===== src/design/tkfp_pkg.sv =====
// shared types, constants and helpers for the touch and key frame parser
package tkfp_pkg;

	localparam int COORD_W = 12;
	localparam int DIV_W = 2 * COORD_W;
	localparam int VALUE_W = 16;
	localparam int FRAME_LEN = 12;
	localparam int COUNT_W = $clog2(FRAME_LEN + 1);
	localparam int QUEUE_DEPTH = 2;

	localparam logic [COORD_W-1:0] SCREEN_WIDTH_RESET = 12'd800;
	localparam logic [COORD_W-1:0] SCREEN_HEIGHT_RESET = 12'd480;
	localparam logic [COORD_W-1:0] PRESSURE_FULL = 12'hFFF;

	localparam logic CFG_SCREEN_WIDTH = 1'b0;
	localparam logic CFG_SCREEN_HEIGHT = 1'b1;

	localparam logic [7:0] TOUCH_HDR0 = 8'hFF;
	localparam logic [7:0] TOUCH_HDR1 = 8'h55;
	localparam logic [7:0] TOUCH_HDR2 = 8'h09;
	localparam logic [7:0] TOUCH_TYPE = 8'h05;
	localparam logic [7:0] TOUCH_LIFT = 8'h03;
	localparam logic [7:0] KEY_HDR0 = 8'h2E;
	localparam logic [7:0] KEY_HDR1 = 8'h06;
	localparam logic [7:0] KEY_HDR2 = 8'h02;
	localparam logic [7:0] KEY_TURN_A = 8'h31;
	localparam logic [7:0] KEY_TURN_B = 8'h32;

	localparam logic [2:0] EV_ABS_X = 3'd0;
	localparam logic [2:0] EV_ABS_Y = 3'd1;
	localparam logic [2:0] EV_PRESSURE = 3'd2;
	localparam logic [2:0] EV_SYNC = 3'd3;
	localparam logic [2:0] EV_KEY = 3'd4;

	localparam logic [1:0] JOB_TOUCH = 2'd0;
	localparam logic [1:0] JOB_LIFT = 2'd1;
	localparam logic [1:0] JOB_KEY = 2'd2;

	typedef struct packed {
		logic [1:0] kind;
		logic [COORD_W-1:0] x;
		logic [COORD_W-1:0] y;
		logic [COORD_W-1:0] max_x;
		logic [COORD_W-1:0] max_y;
		logic [7:0] key;
		logic [7:0] status;
	} job_t;

	function automatic logic key_mapped(input logic [7:0] k);
		return (k >= 8'h03 && k <= 8'h0F) || (k >= 8'h12 && k <= 8'h15) ||
			k == KEY_TURN_A || k == KEY_TURN_B;
	endfunction

endpackage


===== src/design/touch_and_key_frame_parser.sv =====
// top level of the touch and key frame parser
//
// s_* channel: one serial byte per request; s_tuser high marks an empty
// read, which drops any partial frame. Bytes are taken one per cycle while
// the job queue has room; a completed valid frame becomes one queued job.
// m_* channel: one event per request, kind in m_tuser, value and key
// status in m_tdata, m_tlast on the last event of a frame.
// A touch frame gives X, Y, pressure and sync; each coordinate goes
// through a 12x12 multiply and a 24-step restoring divide. The sequencer
// holds while m_tready is low; the queue then fills and s_tready drops.
// cfg_* channel: always ready; index 0 screen width, 1 screen height, to be
// written only while no frame is in flight; the block does not enforce this.
// Reset clears the partial frame, the queue, the latched panel maxima and
// loads screen size 800 x 480.
module touch_and_key_frame_parser #(
	parameter int QUEUE_DEPTH = tkfp_pkg::QUEUE_DEPTH
) (
	input  logic clk,
	input  logic arst_n,
	input  logic s_tvalid,
	output logic s_tready,
	input  logic [7:0] s_tdata,   // rx_byte
	input  logic s_tuser,         // no_data
	output logic m_tvalid,
	input  logic m_tready,
	output logic [23:0] m_tdata,  // event_value [15:0], key_state [23:16]
	output logic [2:0] m_tuser,   // event_kind
	output logic m_tlast,
	input  logic cfg_valid,
	output logic cfg_ready,
	input  logic cfg_index,
	input  logic [tkfp_pkg::COORD_W-1:0] cfg_data
);

	logic [tkfp_pkg::COORD_W-1:0] screen_width_q;
	logic [tkfp_pkg::COORD_W-1:0] screen_height_q;
	logic accept;
	logic push;
	tkfp_pkg::job_t push_job;
	logic pop;
	tkfp_pkg::job_t head;
	logic q_empty;
	logic q_full;
	logic [tkfp_pkg::VALUE_W-1:0] event_value;
	logic [7:0] key_state;

	assign cfg_ready = 1'b1;
	assign s_tready = !q_full;
	assign accept = s_tvalid && s_tready;
	assign m_tdata = {key_state, event_value};

	always_ff @(posedge clk or negedge arst_n) begin
		if (!arst_n) begin
			screen_width_q <= tkfp_pkg::SCREEN_WIDTH_RESET;
			screen_height_q <= tkfp_pkg::SCREEN_HEIGHT_RESET;
		end else if (cfg_valid && cfg_ready) begin
			unique case (cfg_index)
				tkfp_pkg::CFG_SCREEN_WIDTH: screen_width_q <= cfg_data;
				default: screen_height_q <= cfg_data;
			endcase
		end
	end

	tkfp_front u_front (
		.clk(clk),
		.arst_n(arst_n),
		.accept(accept),
		.rx_byte(s_tdata),
		.no_data(s_tuser),
		.push(push),
		.push_job(push_job)
	);

	tkfp_queue #(
		.DEPTH(QUEUE_DEPTH)
	) u_queue (
		.clk(clk),
		.arst_n(arst_n),
		.push(push),
		.push_job(push_job),
		.pop(pop),
		.head(head),
		.empty(q_empty),
		.full(q_full)
	);

	tkfp_back u_back (
		.clk(clk),
		.arst_n(arst_n),
		.q_empty(q_empty),
		.q_head(head),
		.q_pop(pop),
		.screen_width(screen_width_q),
		.screen_height(screen_height_q),
		.m_tvalid(m_tvalid),
		.m_tready(m_tready),
		.event_kind(m_tuser),
		.event_value(event_value),
		.key_state(key_state),
		.last(m_tlast)
	);

endmodule


===== src/design/tkfp_queue.sv =====
// short job queue between the frame parser and the event sequencer
module tkfp_queue #(
	parameter int DEPTH = tkfp_pkg::QUEUE_DEPTH
) (
	input  logic clk,
	input  logic arst_n,
	input  logic push,
	input  tkfp_pkg::job_t push_job,
	input  logic pop,
	output tkfp_pkg::job_t head,
	output logic empty,
	output logic full
);

	localparam int PW = (DEPTH > 1) ? $clog2(DEPTH) : 1;
	localparam int CW = $clog2(DEPTH + 1);

	tkfp_pkg::job_t slot_q [DEPTH];
	logic [PW-1:0] wr_ptr_q;
	logic [PW-1:0] rd_ptr_q;
	logic [CW-1:0] fill_q;

	assign empty = (fill_q == '0);
	assign full = (fill_q == CW'(DEPTH));
	assign head = slot_q[rd_ptr_q];

	always_ff @(posedge clk) begin
		if (push && !full) begin
			slot_q[wr_ptr_q] <= push_job;
		end
	end

	always_ff @(posedge clk or negedge arst_n) begin
		if (!arst_n) begin
			wr_ptr_q <= '0;
			rd_ptr_q <= '0;
			fill_q <= '0;
		end else begin
			if (push && !full) begin
				wr_ptr_q <= (wr_ptr_q == PW'(DEPTH - 1)) ? '0 : wr_ptr_q + 1'b1;
			end
			if (pop && !empty) begin
				rd_ptr_q <= (rd_ptr_q == PW'(DEPTH - 1)) ? '0 : rd_ptr_q + 1'b1;
			end
			unique case ({push && !full, pop && !empty})
				2'b10: fill_q <= fill_q + 1'b1;
				2'b01: fill_q <= fill_q - 1'b1;
				default: fill_q <= fill_q;
			endcase
		end
	end

endmodule


===== src/design/tkfp_front.sv =====
// byte intake, frame assembly, header and checksum checks, job issue
module tkfp_front (
	input  logic clk,
	input  logic arst_n,
	input  logic accept,
	input  logic [7:0] rx_byte,
	input  logic no_data,
	output logic push,
	output tkfp_pkg::job_t push_job
);

	localparam int N = tkfp_pkg::FRAME_LEN;
	localparam int CW = tkfp_pkg::COUNT_W;

	logic [7:0] store_q [N];
	logic [CW-1:0] count_q;
	logic [7:0] sum_t_q;
	logic [7:0] sum_k_q;
	logic latched_q;
	logic [tkfp_pkg::COORD_W-1:0] max_x_q;
	logic [tkfp_pkg::COORD_W-1:0] max_y_q;

	logic [7:0] v [N];
	logic [CW-1:0] idx;
	logic touch_end;
	logic touch_ok;
	logic key_end;
	logic key_ok;
	logic hdr_bad;
	logic [tkfp_pkg::COORD_W-1:0] new_max_x;
	logic [tkfp_pkg::COORD_W-1:0] new_max_y;

	assign idx = count_q;

	// frame as it stands once this byte is in
	always_comb begin
		for (int i = 0; i < N; i++) begin
			v[i] = (idx == CW'(i)) ? rx_byte : store_q[i];
		end
	end

	assign new_max_x = {v[9][7:4], v[8]};
	assign new_max_y = {v[9][3:0], v[10]};

	assign touch_end = (idx == CW'(N - 1));
	assign touch_ok = (sum_t_q == rx_byte) && v[0] == tkfp_pkg::TOUCH_HDR0 &&
		v[1] == tkfp_pkg::TOUCH_HDR1 && v[2] == tkfp_pkg::TOUCH_HDR2 &&
		v[3] == tkfp_pkg::TOUCH_TYPE;

	assign key_end = (idx == CW'(5)) && v[0] == tkfp_pkg::KEY_HDR0 &&
		v[1] == tkfp_pkg::KEY_HDR1 && v[2] == tkfp_pkg::KEY_HDR2;
	assign key_ok = (~sum_k_q == rx_byte) && tkfp_pkg::key_mapped(v[3]) &&
		(v[4] <= 8'd1 || v[3] == tkfp_pkg::KEY_TURN_A || v[3] == tkfp_pkg::KEY_TURN_B);

	always_comb begin
		priority if (idx == CW'(0)) begin
			hdr_bad = rx_byte != tkfp_pkg::TOUCH_HDR0 && rx_byte != tkfp_pkg::KEY_HDR0;
		end else if (idx == CW'(1)) begin
			hdr_bad = v[0] != tkfp_pkg::KEY_HDR0 && rx_byte != tkfp_pkg::TOUCH_HDR1;
		end else if (idx == CW'(2)) begin
			hdr_bad = v[0] != tkfp_pkg::KEY_HDR0 && rx_byte != tkfp_pkg::TOUCH_HDR2;
		end else begin
			hdr_bad = 1'b0;
		end
	end

	always_comb begin
		push = 1'b0;
		push_job.kind = tkfp_pkg::JOB_KEY;
		push_job.x = {v[6][7:4], v[5]};
		push_job.y = {v[6][3:0], v[7]};
		push_job.max_x = latched_q ? max_x_q : new_max_x;
		push_job.max_y = latched_q ? max_y_q : new_max_y;
		push_job.key = v[3];
		push_job.status = v[4];
		if (accept && !no_data) begin
			priority if (touch_end) begin
				push = touch_ok;
				push_job.kind = (v[4] == tkfp_pkg::TOUCH_LIFT) ?
					tkfp_pkg::JOB_LIFT : tkfp_pkg::JOB_TOUCH;
			end else if (key_end) begin
				push = key_ok;
			end else begin
				push = 1'b0;
			end
		end
	end

	always_ff @(posedge clk) begin
		if (accept && !no_data) begin
			store_q[idx] <= rx_byte;
		end
	end

	always_ff @(posedge clk or negedge arst_n) begin
		if (!arst_n) begin
			count_q <= '0;
			sum_t_q <= '0;
			sum_k_q <= '0;
			latched_q <= 1'b0;
			max_x_q <= '0;
			max_y_q <= '0;
		end else if (accept) begin
			if (no_data) begin
				count_q <= '0;
			end else begin
				// running checksums: touch over bytes 2..10, key over bytes 1..4
				if (idx == CW'(2)) begin
					sum_t_q <= rx_byte;
				end else if (idx > CW'(2) && idx <= CW'(10)) begin
					sum_t_q <= sum_t_q + rx_byte;
				end
				if (idx == CW'(1)) begin
					sum_k_q <= rx_byte;
				end else if (idx > CW'(1) && idx <= CW'(4)) begin
					sum_k_q <= sum_k_q + rx_byte;
				end
				if (touch_end && touch_ok && !latched_q) begin
					latched_q <= 1'b1;
					max_x_q <= new_max_x;
					max_y_q <= new_max_y;
				end
				if (touch_end || key_end || hdr_bad) begin
					count_q <= '0;
				end else begin
					count_q <= count_q + 1'b1;
				end
			end
		end
	end

endmodule


===== src/design/tkfp_back.sv =====
// event sequencer with shared iterative scaler and output register
module tkfp_back (
	input  logic clk,
	input  logic arst_n,
	input  logic q_empty,
	input  tkfp_pkg::job_t q_head,
	output logic q_pop,
	input  logic [tkfp_pkg::COORD_W-1:0] screen_width,
	input  logic [tkfp_pkg::COORD_W-1:0] screen_height,
	output logic m_tvalid,
	input  logic m_tready,
	output logic [2:0] event_kind,
	output logic [tkfp_pkg::VALUE_W-1:0] event_value,
	output logic [7:0] key_state,
	output logic last
);

	localparam int CW = tkfp_pkg::COORD_W;
	localparam int DW = tkfp_pkg::DIV_W;
	localparam int SW = $clog2(DW);

	localparam logic [1:0] ST_IDLE = 2'd0;
	localparam logic [1:0] ST_MUL = 2'd1;
	localparam logic [1:0] ST_DIV = 2'd2;
	localparam logic [1:0] ST_EMIT = 2'd3;

	logic [1:0] state_q;
	logic [2:0] ev_q;
	tkfp_pkg::job_t job_q;
	logic [CW-1:0] rem_q;
	logic [DW-1:0] quo_q;
	logic [SW-1:0] step_q;
	logic m_tvalid_q;

	logic out_free;
	logic [CW-1:0] coord;
	logic [CW-1:0] screen;
	logic [CW-1:0] divisor;
	logic [CW:0] trial;
	logic fits;
	logic [tkfp_pkg::VALUE_W-1:0] scaled;
	logic [tkfp_pkg::VALUE_W-1:0] value;

	assign m_tvalid = m_tvalid_q;
	assign out_free = !m_tvalid_q || m_tready;
	assign q_pop = (state_q == ST_IDLE) && !q_empty;

	assign coord = (ev_q == tkfp_pkg::EV_ABS_X) ? job_q.x : job_q.y;
	assign screen = (ev_q == tkfp_pkg::EV_ABS_X) ? screen_width : screen_height;
	assign divisor = (ev_q == tkfp_pkg::EV_ABS_X) ? job_q.max_x : job_q.max_y;

	assign trial = {rem_q, quo_q[DW-1]};
	assign fits = trial >= {1'b0, divisor};

	// zero panel maximum and overflow both saturate
	assign scaled = (divisor == '0 || quo_q[DW-1:tkfp_pkg::VALUE_W] != '0) ?
		'1 : quo_q[tkfp_pkg::VALUE_W-1:0];

	always_comb begin
		unique case (ev_q)
			tkfp_pkg::EV_ABS_X, tkfp_pkg::EV_ABS_Y: value = scaled;
			tkfp_pkg::EV_PRESSURE: value = (job_q.kind == tkfp_pkg::JOB_LIFT) ?
				'0 : tkfp_pkg::VALUE_W'(tkfp_pkg::PRESSURE_FULL);
			tkfp_pkg::EV_KEY: value = tkfp_pkg::VALUE_W'(job_q.key);
			default: value = '0;
		endcase
	end

	always_ff @(posedge clk) begin
		if (q_pop) begin
			job_q <= q_head;
		end
		unique case (state_q)
			ST_MUL: begin
				quo_q <= DW'(coord) * DW'(screen);
				rem_q <= '0;
			end
			ST_DIV: begin
				rem_q <= fits ? CW'(trial - {1'b0, divisor}) : trial[CW-1:0];
				quo_q <= {quo_q[DW-2:0], fits};
			end
			default: begin
				rem_q <= rem_q;
				quo_q <= quo_q;
			end
		endcase
		if (state_q == ST_EMIT && out_free) begin
			event_kind <= ev_q;
			event_value <= value;
			key_state <= (ev_q == tkfp_pkg::EV_KEY) ? job_q.status : 8'd0;
			last <= (ev_q == tkfp_pkg::EV_SYNC) || (ev_q == tkfp_pkg::EV_KEY);
		end
	end

	always_ff @(posedge clk or negedge arst_n) begin
		if (!arst_n) begin
			state_q <= ST_IDLE;
			ev_q <= tkfp_pkg::EV_ABS_X;
			step_q <= '0;
			m_tvalid_q <= 1'b0;
		end else begin
			if (state_q == ST_EMIT && out_free) begin
				m_tvalid_q <= 1'b1;
			end else if (m_tready) begin
				m_tvalid_q <= 1'b0;
			end
			unique case (state_q)
				ST_IDLE: begin
					if (!q_empty) begin
						unique case (q_head.kind)
							tkfp_pkg::JOB_TOUCH: begin
								ev_q <= tkfp_pkg::EV_ABS_X;
								state_q <= ST_MUL;
							end
							tkfp_pkg::JOB_LIFT: begin
								ev_q <= tkfp_pkg::EV_PRESSURE;
								state_q <= ST_EMIT;
							end
							default: begin
								ev_q <= tkfp_pkg::EV_KEY;
								state_q <= ST_EMIT;
							end
						endcase
					end
				end
				ST_MUL: begin
					step_q <= '0;
					state_q <= ST_DIV;
				end
				ST_DIV: begin
					step_q <= step_q + 1'b1;
					if (step_q == SW'(DW - 1)) begin
						state_q <= ST_EMIT;
					end
				end
				ST_EMIT: begin
					if (out_free) begin
						unique case (ev_q)
							tkfp_pkg::EV_ABS_X: begin
								ev_q <= tkfp_pkg::EV_ABS_Y;
								state_q <= ST_MUL;
							end
							tkfp_pkg::EV_ABS_Y: ev_q <= tkfp_pkg::EV_PRESSURE;
							tkfp_pkg::EV_PRESSURE: ev_q <= tkfp_pkg::EV_SYNC;
							default: state_q <= ST_IDLE;
						endcase
					end
				end
				default: state_q <= ST_IDLE;
			endcase
		end
	end

endmodule


===== config.mk =====
export PLATFORM = sky130hd
export DESIGN_NAME = touch_and_key_frame_parser
export DESIGN_NICKNAME = d
export VERILOG_FILES = /design/src/design/tkfp_pkg.sv /design/src/design/touch_and_key_frame_parser.sv /design/src/design/tkfp_queue.sv /design/src/design/tkfp_front.sv /design/src/design/tkfp_back.sv
export SDC_FILE = /design/constraint.sdc
export NUM_CORES = 1
export LEC_CHECK = 0
export BUFFER_PORTS_ARGS = -buffer_cell sky130_fd_sc_hd__buf_2
export CORE_UTILIZATION = 63
export DETAILED_ROUTE_END_ITERATION = 10
export GPL_TIMING_DRIVEN = 0
export PLACE_DENSITY = 0.88
export SKIP_CTS_REPAIR_TIMING = 1
export SYNTH_ARGS = -nofsm -noshare
export SYNTH_HDL_FRONTEND = slang
export SYNTH_SLANG_ARGS = --single-unit

===== constraint.sdc =====
create_clock -name clk -period 13.6 [get_ports clk]
set_input_delay 0 -clock clk [delete_from_list [all_inputs] [get_ports clk]]
set_output_delay 0 -clock clk [all_outputs]
set_load 0.05 [all_outputs]

### Word-level counts from Yosys, hierarchy flattened

Memory sizes are Yosys's and may differ from the RTL's.
Cells that the tools add are included.

| operators by class | value |
|---|---|
| add/subtract/negate cells | 9 |
| multiply operators | 1 |
| eq/ne operators | 46 |
| $lt $le $gt $ge | 10 |
| reduce and logical (&&, ||, !) cells | 61 |
| muxes and demuxes | 58 |
| bitwise logic cells | 3 |

Operators by type and width:

| operator | number |
|---|---|
| $mux W8 | 15 |
| $mux W12 | 7 |
| $pmux W16 S3 | 1 |
| $pmux W24 S2 | 1 |
| $eq A8 B6 Y1 const B | 3 |
| $logic_and A1 B1 Y1 | 24 |
| $mul A12 B12 Y24 | 1 |
| $pmux W12 S2 | 1 |
| $add A8 B8 Y8 | 2 |
| $eq A4 B3 Y1 const B | 4 |
| $eq A4 B4 Y1 const B | 4 |
| $eq A8 B2 Y1 const B | 2 |
| $eq A8 B3 Y1 const B | 2 |
| $eq A8 B8 Y1 | 2 |
| $mux W16 | 1 |
| $ne A8 B6 Y1 const B | 2 |
| $mux W1 | 15 |
| $ge A13 B12 Y1 | 1 |
| $logic_not A12 Y1 | 1 |
| $mux W2 | 6 |
| $pmux W3 S2 | 2 |
| $reduce_bool A2 Y1 | 6 |
| $sub A12 B12 Y12 | 1 |
| $logic_or A1 B1 Y1 | 10 |
| other kinds (48) | 74 |

| word-level totals | value |
|---|---|
| output and inout bits | 31 |
| register bits after elaboration | 214 |
| memory bits (writable) | 228 |
| bits of input ports | 27 |
| memories kept | 2 |

Memory list:

| memory | words | bits a word | rd ports | clocked after Yosys merged registers in | write ports | RTL line | RTL |
|---|---|---|---|---|---|---|---|
| u_queue.slot_q | 2 | 66 | 1 | 0 | 1 | tkfp_queue.sv:18 | `tkfp_pkg::job_t slot_q [DEPTH];` |
| u_front.store_q | 12 | 8 | 11 | 0 | 1 | tkfp_front.sv:15 | `logic [7:0] store_q [N];` |

### Depth between registers and ports, before layout

| depth | value |
|---|---|
| depth in word-level cells | 15 |
| mapped depth | 24 |

### Modules after synthesis

From an unflattened synthesis, not the netlist that was laid out.

| unflattened totals | value |
|---|---|
| cell total of the unflattened synthesis | 1891 |
| area total of the unflattened synthesis | 24278.3 µm² |

By module, submodules not included:

| module | times used | sequential area each (µm²) | area an instance (µm²) | cells each |
|---|---|---|---|---|
| tkfp_back | 1 | 4179.0 | 10928.0 | 1000 |
| tkfp_front | 1 | 3768.6 | 7297.0 | 612 |
| tkfp_queue | 1 | 4063.9 | 5069.9 | 223 |
| touch_and_key_frame_parser | 1 | 609.3 | 983.4 | 56 |

### Worst setup path before layout

No wires, ideal clock.

| timing | value |
|---|---|
| path type | reg2reg |
| from | register u_back.ev_q[2] |
| to | register u_back.quo_q[23] (data pin) |
| data arrival time | 6.693 ns |
| stages on the path, launching flop included | 23 |
| path buffers | 3 |
| required time | 13.332 ns |
| path slack | 6.640 ns |
| path through | dfrtp_1 -> nor3_1 -> buf_2 -> buf_2 -> buf_2 -> mux2i_1 -> nor2_1 -> fa_1 -> inv_1 -> fa_1 -> inv_1 -> fa_1 -> fa_1 -> inv_1 -> fa_1 -> inv_1 -> ha_1 -> and3_1 -> o211ai_1 -> o41ai_1 -> a211oi_1 -> xnor2_1 -> o21ai_0 |

| on the way | value |
|---|---|
| word-level cells in the longest chain between the ends | 4 |

Ends and longest elaborated chain:

| element | RTL line | RTL |
|---|---|---|
| start: declaration | tkfp_back.sv:28 | `logic [2:0] ev_q;` |
| start signal: assignment | tkfp_back.sv:98 | `ev_q <= tkfp_pkg::EV_ABS_X;` |
| start signal: assignment | tkfp_back.sv:112 | `ev_q <= tkfp_pkg::EV_ABS_X;` |
| start signal: assignment | tkfp_back.sv:116 | `ev_q <= tkfp_pkg::EV_PRESSURE;` |
| $logic_not A3 Y1 * | tkfp_back.sv:48, tkfp_back.sv:49 |  |
| $mux W12 (on tied branches) | tkfp_back.sv:48, tkfp_back.sv:49 |  |
| $mul A12 B12 Y24 * | tkfp_back.sv:75 | `quo_q <= DW'(coord) * DW'(screen);` |
| $pmux W24 S2 * | tkfp_back.sv:73 | `unique case (state_q)` |
| end signal: assignment | tkfp_back.sv:75 |  |
| end signal: assignment | tkfp_back.sv:80 | `quo_q <= {quo_q[DW-2:0], fits};` |
| end signal: assignment | tkfp_back.sv:84 | `quo_q <= quo_q;` |
| end: declaration | tkfp_back.sv:31 | `logic [DW-1:0] quo_q;` |

Every way passes the cells marked *; elsewhere a longest branch is shown, timed or not.
A chain may end at the register's enable or synchronous reset.

### Final worst setup path

Ends and elaborated chain as after synthesis.

==> flow_summary.yaml <==
pwr:
  p_total_mw: 4.23
  power.density_mw_per_mm2: 160
  max-vdd-ir-drop_mv: 0.164
  p_leak_nw: 10.4
synth:
  avgSynthCellArea_um2: 12.7
  synthTopCellsByArea: "edfxtp_1, mux2_2, fa_1"
  synthDistinctLibCells: 71
  async_flop_share_pct: 19.4
  synth_most_common_cell: "edfxtp_1"
  synth_edf_count: 350
  yosysTopAreaCell: "edfxtp_1"
  synth_top_area_share_pct: 44.3
  yosysSeqAreaShare_pct: 53.2
  synth_area_mm2: 0.0237
  synth_top_cells_by_count: "edfxtp_1, mux2_2, nand2_1, inv_1, fa_1"
  ys_ff_latch: 434
  ys.warnings.count: 0
  synthCells: 1869
  synth.net_count: 2098
  ys.flop_type: "edfxtp_1"
sta:
  hold_violations: 0
  rsz0062_at_grt: "no"
  fin_hold_ws_ns: 0.0390
  fin_ws_ns: 4.91
  tns_ns: 0
  finalSetupViolations: 0
  fin_crit_sh_pct: 63.9
  finalCriticalPeriod_ns: 8.69
  worst_slew_pin_slew_ns: 1.31
  worst_clock_skew_ns: 0.0249
  fmax_mhz: 115
  slew_viol_final: 0
  slew_headroom_pct: 11.7
setup_path:
  cpPeakStageDelay_ns: 1.07
  worstPathMaxFanout: 10
  cp.arrival_ns: 8.99
  cp_cell_sequence: "nor3_1 > buf_2 > buf_2 > buf_2 > mux2i_1 > nor2_1 > fa_1 > fa_1 > fa_1 > fa_1 > inv_1 > fa_1 > inv_1 > ha_1 > clkbuf_1 > o211ai_1 > o41ai_1 > a211oi_1 > xnor2_1 > o21ai_0"
  startpoint: "u_back.ev_q[2]"
  critPathCaptureType: "flip-flop"
  crit_type: "reg2reg"
  path_common_cell: "fa_1"
  r2r_setup_slack_ns: 4.91
  timing.rr.start: "u_back.ev_q[2]"
  reg2reg_depth: 20
  critPathLaunchType: "flip-flop"
  critPathSlowestCell: "nor3_1"
  required_ns: 13.91
  rr_endpoint: "u_back.quo_q[23]"
floorplanning:
  design.core.area_mm2: 0.0368
  io_pins: 58
  rows: 70
  die_y_um: 196
  initial_core_util_pct: 64.5
  design.die.area_mm2: 0.0384
  die_w_um: 196
clock_tree:
  clock_sinks: 434
  cts_tree: "yes"
  clockBufferDepth: 3
  clock-root-buffer: "clkbuf_16"
  cts.clk_slew.worst_paths_ns: 0.06
  clk_latency_ns: 0.58
  cts_made_buffers: 45
  htree_levels: 2
grt:
  grt.overflow.total: 0
  grt_usage_pct: 28.7
  grt_pass1_vias: 15700
  grt_pass1_wl_um: 84600
  grt_max_degree: 61
  antenna_found_initial: 0
final_layout:
  drive_gt1_share_pct: 18.7
  n_antenna_cell: 0
  utilization_pct: 71.9
  n_fill_cell: 2370
  nets: 2236
  area_growth_pct: 11.6
job:
  cap_violations: 0
route:
  wl_per_cell_um: 21.6
  wl_met3_um: 3810
  drtPass1Iterations: 5
  vias_per_cell: 6.16
  vias: 15500
  highest_layer: "met4"
  wl_um: 54300
  wl_met1_um: 21700
  wl_met2_um: 26800
  drc: 0
  ant_nets: 0
  drt_iter0_markers: 1133
place:
  portBuffers: 56
  hpwl_um: 37500
  place.gp.congestion: 0.949
  pre_cts_ws_ns: 4.96
outcome:
  status: "complete, no violations"
hold_path:
  hp-class: "in2async"
area by class of cell:
cell class | count | area, um^2 | area share, %
clock buffer | 58 | 1230 | 4.64
inverter | 160 | 601 | 2.27
clock inverter | 25 | 189 | 0.714
timing repair buffer | 91 | 718 | 2.71
buffer | 75 | 308 | 1.16
tap | 468 | 586 | 2.21
sequential | 434 | 12600 | 47.7
multi-input combinational | 1200 | 10200 | 38.6
sequential cells by signal, summed over array words and instances (netlist names):
register            count
u_queue.slot_q        132
u_front.store_q        88
u_back.job_q           66
u_back.quo_q           24
u_back.event_value     16
screen_height_q        12
screen_width_q         12
u_back.rem_q           12
u_front.max_x_q        12
u_front.max_y_q        12
u_back.key_state        8
u_front.sum_k_q         8
u_front.sum_t_q         8
u_back.step_q           5
u_front.count_q         4
u_back.ev_q             3
u_back.event_kind       3
u_back.state_q          2
u_queue.fill_q          2
u_back.last             1
u_back.m_tvalid         1
u_front.latched_q       1
u_queue.rd_ptr_q        1
u_queue.wr_ptr_q        1
layer usage:
metal | up-vias | global-route usage, %
li1 | 6942 | -
met1 | 7653 | 37.2
met2 | 708 | 48.5
met3 | 161 | 4.71
met4 | 0 | 12.0
met5 | - | 0
worst max-delay path by stage:
stage / endpoint / slack [ns] / cells past startpoint
global route: u_back.quo_q[23] / 4.59 / 20
floorplan: u_back.quo_q[23] / 6.64 / 22
global placement: u_back.quo_q[23] / 4.97 / 22
detailed placement: u_back.quo_q[23] / 4.96 / 22
CTS: u_back.quo_q[23] / 4.97 / 22
finish: u_back.quo_q[23] / 4.91 / 20
report_power, final:
| part | total, mW | leakage [nW] | internal (mW) | switching [mW] |
|---|---|---|---|---|
| clock network | 1.18 | 0.686 | 0.662 | 0.517 |
| registers | 1.52 | 4.21 | 1.51 | 0.00933 |
| logic | 1.53 | 5.45 | 0.617 | 0.908 |
cell families (layout without fill, tap and decap cells):
kind of cell,count (synthesis),after routing,share of synthesized area (%)
flip-flops,434,434,53.2
adder cells (fa/ha/maj),202,202,13.9
XOR/XNOR,37,37,1.37
multiplexers,259,259,12.1
AO/OA/AOI/OAI,226,226,6.02
AND/OR/NAND/NOR,475,475,9.50
buffers and inverters,235,409,3.83
other,1,1,0.0158
critical path: cells and delay by family, from the launching register on:
kind	cells	cell delay, ns
XOR/XNOR	1	0.22
AND/OR/NAND/NOR	2	1.21
adder cells (fa/ha/maj)	6	2.92
flip-flops	1	0.47
AO/OA/AOI/OAI	4	1.28
multiplexers	1	0.60
buffers and inverters	6	1.70
placed cells by master, fill, tap and decap left out, types with 10 or more instances in the layout:
cell           synthesis  routed
nand4_1               10      10
inv_1                160     160
a21o_1                16      16
edfxtp_1             350     350
xor2_1                17      17
fa_1                 103     103
mux2_2               220     220
nor2b_1               15      13
a211oi_1              12      12
buf_2                  6      61
and2_1                28      28
and3_1                13      13
nor4_1                10      10
clkbuf_16              0      46
nand2_1              202     202
dlygate4sd3_1          0      28
o31ai_1               10      10
nand3_1               27      27
o21ai_0               78      78
nor2_1                93      92
o21a_1                11      11
ha_1                  99      98
mux2i_1               38      38
nor3_1                26      26
dfrtp_1               77      77
nand2b_1              13      13
a31oi_1               10      10
a21oi_1               44      44
clkbuf_1              62      71
xnor2_1               20      20
per-stage QoR:
stage	instances	area, um^2
3_5_place_dp	2400	24800
6_report	2511	26500
5_1_grt	2511	26500
2_1_floorplan	1869	23700
3_3_place_gp	2393	24600
4_1_cts	2483	26200
Power figures use the tool's default switching activity.
